[config.mk]
export PLATFORM = sky130hd
export DESIGN_NAME = subtractive_random_generator_core_flat
export DESIGN_NICKNAME = d
export VERILOG_FILES = /design/src/srg_pkg.sv /design/src/srg_if.sv /design/src/subtractive_random_generator_core.sv /design/src/flat_wrapper.sv
export SDC_FILE = /design/constraint.sdc
export NUM_CORES = 2
export LEC_CHECK = 0
export ABC_AREA = 1
export BUFFER_PORTS_ARGS = -buffer_cell sky130_fd_sc_hd__buf_2
export CORE_UTILIZATION = 36
export CTS_BUF_LIST = sky130_fd_sc_hd__clkbuf_4
export DETAILED_ROUTE_END_ITERATION = 10
export RECOVER_POWER = 50
export SKIP_LAST_GASP = 1
export SYNTH_ARGS = -nofsm -noshare
export SYNTH_HDL_FRONTEND = slang
export SYNTH_SLANG_ARGS = --single-unit
export TNS_END_PERCENT = 20
[constraint.sdc]
create_clock -name clock -period 10.3 [get_ports clock]
set_input_delay 2.06 -clock clock [delete_from_list [all_inputs] [get_ports clock]]
set_output_delay 2.06 -clock clock [all_outputs]
set_load 0.02 [all_outputs]
[src/srg_pkg.sv]
`timescale 1ns / 1ps
// shared types, constants and helpers of the subtractive random generator
// no dependencies

package srg_pkg;

   localparam int unsigned LAG_LEN = 55;
   localparam int unsigned IDX_W   = $clog2(LAG_LEN);

   typedef logic [27:0]      seed_type;
   typedef logic [29:0]      value_type;
   typedef logic [IDX_W-1:0] idx_type;
   typedef logic [1:0]       round_type;

   localparam logic [30:0] RNG_MOD       = 31'd1000000000;
   localparam seed_type    RNG_SEED_BASE = 28'd161803398;
   localparam idx_type     FILL_STRIDE   = IDX_W'(21);
   localparam idx_type     LAST_IDX      = IDX_W'(LAG_LEN - 1);
   localparam idx_type     MIX_LAG_IDX   = IDX_W'(31);
   localparam round_type   LAST_ROUND    = 2'd3;

   typedef enum logic [2:0] {
      ST_IDLE,
      ST_FILL,
      ST_MIX,
      ST_READ,
      ST_WRITE
   } state_type;

   // (a - b) modulo 1e9, both operands below 1e9
   function automatic value_type sub_mod(input value_type a, input value_type b);
      logic [30:0] t;
      if (a >= b) begin
         t = {1'b0, a} - {1'b0, b};
      end else begin
         t = {1'b0, a} + RNG_MOD - {1'b0, b};
      end
      return t[29:0];
   endfunction

   // table index one step on, wrapping over the table
   function automatic idx_type idx_next(input idx_type i);
      return (i == LAST_IDX) ? '0 : i + 1'b1;
   endfunction

   // table index plus the fill stride, wrapping over the table
   function automatic idx_type idx_stride(input idx_type i);
      logic [IDX_W:0] s;
      s = {1'b0, i} + {1'b0, FILL_STRIDE};
      if (s >= (IDX_W + 1)'(LAG_LEN)) begin
         s = s - (IDX_W + 1)'(LAG_LEN);
      end
      return s[IDX_W-1:0];
   endfunction

endpackage

[src/srg_if.sv]
`timescale 1ns / 1ps
// request and response channel interfaces of the subtractive random generator
// depends on srg_pkg

interface srg_req_if import srg_pkg::*; ();
   logic     valid;
   logic     ready;
   logic     reseed;
   seed_type seed_value;

   modport source (output valid, output reseed, output seed_value, input ready);
   modport sink   (input valid, input reseed, input seed_value, output ready);
endinterface

interface srg_rsp_if import srg_pkg::*; ();
   logic      valid;
   logic      ready;
   value_type random_value;

   modport source (output valid, output random_value, input ready);
   modport sink   (input valid, input random_value, output ready);
endinterface

[src/subtractive_random_generator_core.sv]
`timescale 1ns / 1ps
// subtractive lagged-table random generator core, table held in a 55-entry memory
// depends on srg_pkg and the channel interfaces in srg_if
//
// usage
//   req_ch carries one request beat: reseed and seed_value. rsp_ch returns one
//   beat per request: random_value in 0..999999999.
//   req_ch.ready is high only while the core is idle; one request is in work
//   at a time.
//   a plain draw reads both table entries from the registered-read table
//   memory in the accept cycle; ST_WRITE then subtracts, writes the entry
//   back and loads the response register, waiting while that register is
//   full. the next request is taken once the core is back in ST_IDLE.
//   a draw that seeds (reseed set, or the first request after reset) runs
//   55 fill writes at stride 21, 220 mixing read-modify-writes (four rounds
//   at lag 31, pipelined one entry per cycle), then the draw.
//   seed_value above 161803398 is taken as 161803398.
//   reset clears the state machine, the seeded flag and the response valid;
//   the table is not cleared, the first request after reset seeds it.
//   when the receiver stalls, the response beat waits in its register; the
//   next request is still accepted and its draw waits in the write-back
//   cycle until the register frees.

module subtractive_random_generator_core
   import srg_pkg::*;
(
   input  logic       clock,
   input  logic       reset,
   srg_req_if.sink    req_ch,
   srg_rsp_if.source  rsp_ch
);

   // lag table memory, two read ports and one write port
   value_type lag_mem [0:LAG_LEN-1];

   logic      rd_en;
   idx_type   rd_addr_a;
   idx_type   rd_addr_b;
   value_type rd_data_a_ff;
   value_type rd_data_b_ff;
   logic      wr_en;
   idx_type   wr_addr;
   value_type wr_data;

   always_ff @(posedge clock) begin
      if (wr_en) begin
         lag_mem[wr_addr] <= wr_data;
      end
      if (rd_en) begin
         rd_data_a_ff <= lag_mem[rd_addr_a];
         rd_data_b_ff <= lag_mem[rd_addr_b];
      end
   end

   // control and working registers
   state_type state_ff, state_in;
   logic      seeded_ff, seeded_in;
   idx_type   rd_idx_ff, rd_idx_in;      // current pointer, as table index
   idx_type   lag_idx_ff, lag_idx_in;    // lagged pointer, as table index
   value_type cur_ff, cur_in;            // fill recurrence
   value_type prev_ff, prev_in;
   idx_type   fill_idx_ff, fill_idx_in;
   idx_type   fill_cnt_ff, fill_cnt_in;
   idx_type   mix_idx_ff, mix_idx_in;
   idx_type   mix_lag_ff, mix_lag_in;
   round_type round_ff, round_in;
   logic      mix_wr_ff, mix_wr_in;      // mixing write-back due this cycle
   idx_type   wb_addr_ff, wb_addr_in;    // write-back address of the last read issued
   logic      rsp_valid_ff, rsp_valid_in;
   value_type rsp_data_ff, rsp_data_in;

   value_type diff;
   seed_type  seed_sat;
   logic      req_fire;
   logic      rsp_free;

   assign diff     = sub_mod(rd_data_a_ff, rd_data_b_ff);
   assign seed_sat = (req_ch.seed_value > RNG_SEED_BASE) ? RNG_SEED_BASE
                                                         : req_ch.seed_value;
   assign req_fire = req_ch.valid && req_ch.ready;
   assign rsp_free = !rsp_valid_ff || rsp_ch.ready;

   assign req_ch.ready        = (state_ff == ST_IDLE);
   assign rsp_ch.valid        = rsp_valid_ff;
   assign rsp_ch.random_value = rsp_data_ff;

   always_comb begin
      state_in     = state_ff;
      seeded_in    = seeded_ff;
      rd_idx_in    = rd_idx_ff;
      lag_idx_in   = lag_idx_ff;
      cur_in       = cur_ff;
      prev_in      = prev_ff;
      fill_idx_in  = fill_idx_ff;
      fill_cnt_in  = fill_cnt_ff;
      mix_idx_in   = mix_idx_ff;
      mix_lag_in   = mix_lag_ff;
      round_in     = round_ff;
      mix_wr_in    = 1'b0;
      wb_addr_in   = wb_addr_ff;
      rsp_data_in  = rsp_data_ff;
      rsp_valid_in = rsp_valid_ff && !rsp_ch.ready;
      rd_en        = 1'b0;
      rd_addr_a    = rd_idx_ff;
      rd_addr_b    = lag_idx_ff;
      wr_en        = 1'b0;
      wr_addr      = wb_addr_ff;
      wr_data      = diff;

      // pending mixing write-back, lands while the next entry is read
      if (mix_wr_ff) begin
         wr_en = 1'b1;
      end

      case (state_ff)
         ST_IDLE: begin
            if (req_fire) begin
               cur_in      = {2'b00, RNG_SEED_BASE - seed_sat};
               prev_in     = value_type'(1);
               fill_idx_in = LAST_IDX;
               fill_cnt_in = '0;
               if (req_ch.reseed || !seeded_ff) begin
                  state_in = ST_FILL;
               end else begin
                  rd_en      = 1'b1;
                  wb_addr_in = rd_idx_ff;
                  state_in   = ST_WRITE;
               end
            end
         end
         ST_FILL: begin
            wr_en   = 1'b1;
            wr_addr = fill_idx_ff;
            if (fill_cnt_ff == '0) begin
               // last entry takes the seed term
               wr_data = cur_ff;
            end else begin
               wr_data = prev_ff;
               cur_in  = prev_ff;
               prev_in = sub_mod(cur_ff, prev_ff);
            end
            fill_idx_in = idx_stride(fill_idx_ff);
            fill_cnt_in = fill_cnt_ff + 1'b1;
            if (fill_cnt_ff == LAST_IDX) begin
               mix_idx_in = '0;
               mix_lag_in = MIX_LAG_IDX;
               round_in   = '0;
               state_in   = ST_MIX;
            end
         end
         ST_MIX: begin
            rd_en      = 1'b1;
            rd_addr_a  = mix_idx_ff;
            rd_addr_b  = mix_lag_ff;
            mix_wr_in  = 1'b1;
            wb_addr_in = mix_idx_ff;
            mix_idx_in = idx_next(mix_idx_ff);
            mix_lag_in = idx_next(mix_lag_ff);
            if (mix_idx_ff == LAST_IDX) begin
               round_in = round_ff + 1'b1;
               if (round_ff == LAST_ROUND) begin
                  seeded_in  = 1'b1;
                  rd_idx_in  = '0;
                  lag_idx_in = MIX_LAG_IDX;
                  state_in   = ST_READ;
               end
            end
         end
         ST_READ: begin
            // last mixing write (entry 55) goes out alongside this read
            rd_en      = 1'b1;
            wb_addr_in = rd_idx_ff;
            state_in   = ST_WRITE;
         end
         ST_WRITE: begin
            if (rsp_free) begin
               wr_en        = 1'b1;
               rsp_data_in  = diff;
               rsp_valid_in = 1'b1;
               rd_idx_in    = idx_next(rd_idx_ff);
               lag_idx_in   = idx_next(lag_idx_ff);
               state_in     = ST_IDLE;
            end
         end
         default: begin
            state_in = ST_IDLE;
         end
      endcase
   end

   always_ff @(posedge clock) begin
      if (reset) begin
         state_ff     <= ST_IDLE;
         seeded_ff    <= 1'b0;
         mix_wr_ff    <= 1'b0;
         rsp_valid_ff <= 1'b0;
      end else begin
         state_ff     <= state_in;
         seeded_ff    <= seeded_in;
         mix_wr_ff    <= mix_wr_in;
         rsp_valid_ff <= rsp_valid_in;
      end
   end

   always_ff @(posedge clock) begin
      rd_idx_ff   <= rd_idx_in;
      lag_idx_ff  <= lag_idx_in;
      cur_ff      <= cur_in;
      prev_ff     <= prev_in;
      fill_idx_ff <= fill_idx_in;
      fill_cnt_ff <= fill_cnt_in;
      mix_idx_ff  <= mix_idx_in;
      mix_lag_ff  <= mix_lag_in;
      round_ff    <= round_in;
      wb_addr_ff  <= wb_addr_in;
      rsp_data_ff <= rsp_data_in;
   end

endmodule

[src/flat_wrapper.sv]
// flat-port wrapper written by rule: the top's interface ports become plain ports
module subtractive_random_generator_core_flat import srg_pkg::*;
  (clock, reset, req_ch_valid, req_ch_reseed, req_ch_seed_value, req_ch_ready, rsp_ch_valid, rsp_ch_random_value, rsp_ch_ready);
  srg_req_if req_ch_i ();
  srg_rsp_if rsp_ch_i ();
  input  logic clock;
  input  logic reset;
  input wire logic [$bits(req_ch_i.valid)-1:0] req_ch_valid;
  input wire logic [$bits(req_ch_i.reseed)-1:0] req_ch_reseed;
  input wire logic [$bits(req_ch_i.seed_value)-1:0] req_ch_seed_value;
  output wire logic [$bits(req_ch_i.ready)-1:0] req_ch_ready;
  output wire logic [$bits(rsp_ch_i.valid)-1:0] rsp_ch_valid;
  output wire logic [$bits(rsp_ch_i.random_value)-1:0] rsp_ch_random_value;
  input wire logic [$bits(rsp_ch_i.ready)-1:0] rsp_ch_ready;
  assign req_ch_i.valid = req_ch_valid;
  assign req_ch_i.reseed = req_ch_reseed;
  assign req_ch_i.seed_value = req_ch_seed_value;
  assign req_ch_ready = req_ch_i.ready;
  assign rsp_ch_valid = rsp_ch_i.valid;
  assign rsp_ch_random_value = rsp_ch_i.random_value;
  assign rsp_ch_i.ready = rsp_ch_ready;
  subtractive_random_generator_core u_core (.clock(clock), .reset(reset), .req_ch(req_ch_i), .rsp_ch(rsp_ch_i));
endmodule
# [After elaboration in Yosys (flattened, before gate mapping)]
# Memories as Yosys holds them, arrays and structs flattened. A register that Yosys moved wholly into a read port is not among the register bits.
# Index checks and enable logic that the tools add are counted.
[word_totals] elab_cells=133 input_bits=33 output_inout_bits=32 ramBits=1650 reg_bits=140 memories=1
[classes] n_reduce_logical=23 eq_ne=17 addsub=15 mux=58 magnitude_cmp=4
[memory_table] name="u_core.lag_mem" words=55 width=30 read_ports=2 rd_clocked_by_memory_dff=2 wr=1 line="subtractive_random_generator_core.sv:34" source="value_type lag_mem [0:LAG_LEN-1];"
[op_table] operator="30-bit 2-to-1 mux" n=7
[op_table] operator="6-bit 2-to-1 mux" n=20
[op_table] operator="30-bit one-hot mux with 2 select lines" n=2
[op_table] operator="30-bit subtractor" n=4
[op_table] operator="6-bit one-hot mux with 2 select lines" n=6
[op_table] operator="30-bit adder (second input constant)" n=2
[op_table] operator="30-bit >= comparator" n=2
[op_table] operator="6-bit by 1-bit adder with 6-bit output (second input constant)" n=5
[op_table] operator="6-bit == test (second input constant)" n=5
[op_table] operator="28-bit greater-than comparator (second input constant)" n=1
[op_table] operator="28-bit 2-to-1 mux" n=1
[op_table] operator="28-bit subtractor (first input constant)" n=1
[op_table] operator="3-bit 2-to-1 mux" n=6
[op_table] operator="6-bit one-hot mux with 3 select lines" n=1
[op_table] operator="3-bit one-hot mux with 5 select lines" n=1
[op_table] operator="3-bit AND reduction" n=4
[op_table] operator="1-bit 2-to-1 mux" n=9
[op_table] operator="2-bit by 1-bit != test with 1-bit output (second input constant)" n=4
[op_table] operator="6-bit by 5-bit adder with 7-bit output (second input constant)" n=1
[op_table] operator="7-bit by 6-bit >= comparator with 1-bit output (second input constant)" n=1
[op_table] operator="3-bit by 2-bit == test with 1-bit output (second input constant)" n=2
[op_table] operator="6-bit logical NOT" n=1
[op_table] operator="2-bit != test (second input constant)" n=3
[op_table] operator="2-bit AND reduction" n=3
[op_table] operator="17 further kinds" n=25

# [Logic depth before layout (Yosys ltp)]
[depth] word_depth=6 depth_mapped=23 ltp_nobuf=20

# [Worst setup path before layout]
# OpenSTA, ideal clock, no wires.
[synth_path] kind="input to register" from="in req_ch_reseed" to="reg u_core.rd_data_a_ff[0], read port of u_core.lag_mem (enable)" cell_stages=3 t_required_ns=9.714 slack_ns=2.843 setup_ns=0.586 arrival_time_ns=6.871 cell_sequence="nor2_1 nor2_1 a311oi_1"
[synth_between] elab_chain_cells=4
[synth_lines] element="from (decl)" line="flat_wrapper.sv:9" source="input wire logic [$bits(req_ch_i.reseed)-1:0] req_ch_reseed;"
[synth_lines] element="1-bit logical OR" line="subtractive_random_generator_core.sv:122" source="if (req_ch.reseed || !seeded_ff) begin"
[synth_lines] element="1-bit 2-to-1 mux" line="subtractive_random_generator_core.sv:122"
[synth_lines] element="1-bit 2-to-1 mux" line="subtractive_random_generator_core.sv:117" source="if (req_fire) begin"
[synth_lines] element="1-bit one-hot mux with 2 select lines" line="subtractive_random_generator_core.sv:115" source="case (state_ff)"
[synth_lines] element="via u_core.rd_en" line="subtractive_random_generator_core.sv:36" source="logic rd_en;"
[synth_lines] element="to (decl)" line="subtractive_random_generator_core.sv:39" source="value_type rd_data_a_ff;"
# The timed path passes the listed nets, and every way through them passes these cells.
# A chain may end at the register's enable or synchronous reset.

# [Final worst setup path]
[layout_path] from="reg u_core.state_ff[0]" to="mem u_core.lag_mem[4][15] in the netlist's numbering (enable)"
[layout_between] elab_chain_cells=4 word_cells_on_any_way=6 classes_between="eq/ne (2); mux (4)"
[layout_lines] element="from (decl)" line="subtractive_random_generator_core.sv:56" source="state_type state_ff, state_in;"
[layout_lines] element="from (signal assigned)" line="subtractive_random_generator_core.sv:198" source="state_ff <= state_in;"
[layout_lines] element="3-bit == test or 3-bit by 1-bit == test with 1-bit output (tied branches)" line="subtractive_random_generator_core.sv:115"
[layout_lines] element="1-bit one-hot mux with 2 select lines" line="subtractive_random_generator_core.sv:115"
[layout_lines] element="1-bit 2-to-1 mux" line="subtractive_random_generator_core.sv:46" source="if (wr_en) begin"
[layout_lines] element="1-bit 2-to-1 mux (implied by the code)" line="subtractive_random_generator_core.sv:47" source="lag_mem[wr_addr] <= wr_data;"
[layout_lines] element="to (decl)" line="subtractive_random_generator_core.sv:34"
# Several ways; a longest one is shown, not always the timed one.

==> impl_metrics.env <==
export IMPL_critPathMaxStageDelay_ns=1.97
export IMPL_internal_power_uw=13910
export IMPL_grt_use_total_pct=26.37
export IMPL_core_area_sq_um=268200
export IMPL_hold_viol_final=0
export IMPL_die_w_um=521.4
export IMPL_drive_gt1_share_pct=10.95
export IMPL_hold_buffers=0
export IMPL_die_h_um=521.4
export IMPL_synth_top_area_share_pct=57.01
export IMPL_leakage_uw=0.03588
export IMPL_slew_violations=1751
export IMPL_finalClockSkew_ns=0.1723
export IMPL_fin_crit_sh_pct=76.15
export IMPL_cts_sinks=1850
export IMPL_io_pins=65
export IMPL_timing_hold_ws_ns=0.4607
export IMPL_synthesis_area_sq_um=97130
export IMPL_syn_num_nets=10140
export IMPL_crit_arrival_ns=8.78
export IMPL_cts_made_buffers=487
export IMPL_clk_insertion_delay_late_ns=1.54
export IMPL_clockBufferDepth=4
export IMPL_yosysTopAreaCell="edfxtp_1"
export IMPL_grt_max_degree=183
export IMPL_clock_tree_root_cell="clkbuf_4"
export IMPL_synthTopCellsByArea="edfxtp_1 57%, o21ai_0 7.7%, nor2_1 7.0%"
export IMPL_ctsResizeCount=0
export IMPL_use_met3_pct=7.638
export IMPL_wl_per_cell_um=26.93
export IMPL_cts_max_level=5
export IMPL_fin_setup_tns_ns=0
export IMPL_worst_path_dominant_cell_family="buffers and inverters"
export IMPL_pwr_share_clk_pct=30.4
export IMPL_setup_viol=0
export IMPL_max_slew_margin_rel_pct=-152.9
export IMPL_gr_total_overflow=0
export IMPL_multi_input_area_sq_um=37210
export IMPL_synth_distinct_cells=51
export IMPL_fmax_ghz=0.1275
export IMPL_yosys_cell_count_top_type="edfxtp_1"
export IMPL_crit_path_end_kind="flip-flop"
export IMPL_grt_pass1_wl_um=536400
export IMPL_io_buffer_count=64
export IMPL_dp_hpwl_um=217200
export IMPL_worstSetupPathType="flip-flop to flip-flop"
export IMPL_worstPathCellList="nand2_1, clkinv_1, clkbuf_1, nor3_1, inv_1, nand2_1, nor2_4, clkbuf_1"
export IMPL_synth_edf_count=1844
export IMPL_wl_um=372100
export IMPL_seq_power_share_pct=47.1
export IMPL_fp_row_count=190
export IMPL_drtIter0Drc=12460
export IMPL_fp_dieArea_sq_um=271900
export IMPL_seq_area_sq_um=55490
export IMPL_syn2layout_area_growth_pct=9.736
export IMPL_grt_met1_usage_pct=34.09
export IMPL_gp_congestion=0.9361
export IMPL_synth_warnings=0
export IMPL_cts_clk_slew_worst_paths_ns=0.07
export IMPL_cp_max_fo=31
export IMPL_power_switching_uw=6871
export IMPL_synth_flop_cell="edfxtp_1"
export IMPL_pwr_density_cell_nw_per_um2=195.0
export IMPL_use_met2_pct=40.53
export IMPL_ys_ff_latch=1850
export IMPL_hold_path_class="flip-flop to flip-flop"
export IMPL_grt_pass1_vias=82390
export IMPL_initial_core_util_pct=36.22
export IMPL_required_ns=11.23
export IMPL_ys_seq_area_share_pct=57.13
export IMPL_peakVddDrop_v=0.0002255
export IMPL_cts_tree="yes"
export IMPL_start_kind="flip-flop"
export IMPL_synth_common_cells="1,844 x edfxtp_1, 1,813 x nor2_1, 1,489 x o21ai_0"
export IMPL_cp_num_buf_inv=4
export IMPL_via_per_inst=6.193
export IMPL_drc=2
export IMPL_status="complete, but fails checks"
export IMPL_antenna_found_initial=18
export IMPL_rsz0062_at_grt="no"
export IMPL_power_switching_share_pct=33.06
export IMPL_slowest_stage="clkbuf_1"
export IMPL_maxCapViolCount=41
export IMPL_worst_pin_slew_ns=3.793
export IMPL_busiest_layer="met2"
export IMPL_syn_avg_cell_area_sq_um=9.793
export IMPL_fillers=26010
export IMPL_violations="design-rule violations, max-capacitance violations, max-slew violations"
export IMPL_postSynthCellCount=9918
export IMPL_async_reset_ff_share_pct=0
export IMPL_antenna_left=0
export IMPL_finalNetCount=10130
export IMPL_r2r_slack_ns=2.46
export IMPL_postCtsSetupBuffers=0
export IMPL_finalCriticalPeriod_ns=7.843
export IMPL_comb_power_share_pct=22.5
export IMPL_drt_first_pass_iters=11
export IMPL_vias=85570
per-stage QoR:
stage	instances	instance area (sq um)	util (%)	setup WS, ns	total power [uW]
2_1_floorplan	9918	97130	-	2.843	12620
3_3_place_gp	12970	101000	37.67	4.077	14390
3_5_place_dp	12970	101000	37.67	4.029	14460
4_1_cts	13800	106900	39.86	4.810	20710
5_1_grt	13810	106600	39.75	2.142	21650
6_report	13820	106600	39.75	2.457	20790
worst reg2reg max path, stage by stage, from the launching register on:
cell and delay, ns:
dfxtp_1 0.43, nand2_1 0.83, clkinv_1 0.69, clkbuf_1 1.56, nor3_1 0.67, inv_1 0.68, nand2_1 0.30, nor2_4 0.13
clkbuf_1 1.97
metal layers:
layer / share of wire [%] / up-vias
met5: 0.016 / -
met4: 4.5 / 8
met3: 13 / 1131
met2: 45 / 6155
met1: 38 / 41630
li1: - / 36640
registers in the layout, summed over array words and instances, names as in the netlist, 30 cells and up:
| register | flops |
|---|---|
| u_core.lag_mem | 1650 |
| u_core.cur_ff | 30 |
| u_core.prev_ff | 30 |
| u_core.rd_data_a_ff | 30 |
| u_core.rd_data_b_ff | 30 |
| u_core.rsp_ch.random_value | 30 |
kinds of logic after synthesis:
logic type,share of synthesized area [%]
AOI/OAI and AO/OA,19.79
xor gates and xnor gates,0.8115
adders and majority gates,2.739
buffers and inverters,5.059
DFF,57.13
and+or+nand+nor,14.47
placed cells by master, fill, tap and decap left out, types with 43 or more instances in the layout:
master	synthesis	layout
edfxtp_1	1844	1844
nor2_1	1813	1765
o21ai_0	1489	1489
nand2_1	767	757
clkbuf_4	0	687
nand3_1	576	576
inv_1	461	461
o211ai_1	435	435
o221ai_1	390	390
o22ai_1	291	291
a21oi_1	237	237
o21ai_1	177	173
ha_1	155	155
or2_2	141	141
buf_4	13	124
clkinv_1	3	112
xor2_1	71	71
clkbuf_1	497	71
nor2_4	0	48
nor3_1	44	43
worst paths after layout:
kind | start | end | cells after the start
hold reg to reg | u_core.seeded_ff | u_core.seeded_ff | 2
setup / recovery | u_core.state_ff[0] | u_core.lag_mem[4][15] | 8
hold / removal | u_core.seeded_ff | u_core.seeded_ff | 2
setup reg to reg | u_core.state_ff[0] | u_core.lag_mem[4][15] | 8
cell type report:
| cell class | instances | share of cell area (%) |
|---|---|---|
| sequential | 1850 | 52.06 |
| multi-input combinational | 6848 | 34.91 |
| clock buffer | 687 | 4.839 |
| tap | 3552 | 4.170 |
| inverter | 473 | 1.713 |
| timing repair buffer | 243 | 1.602 |
| clock inverter | 149 | 0.6679 |
| antenna | 14 | 0.03287 |
power groups by stage:
stage	sequential [uW]	combinational, uW	clock, uW
after floorplan	9830	2790	0
after global placement	9840	4550	0
after detailed placement	9840	4610	0
after CTS	9680	4630	6400
after global routing	9810	5070	6770
final	9790	4680	6320
Power figures use the tool's default switching activity.
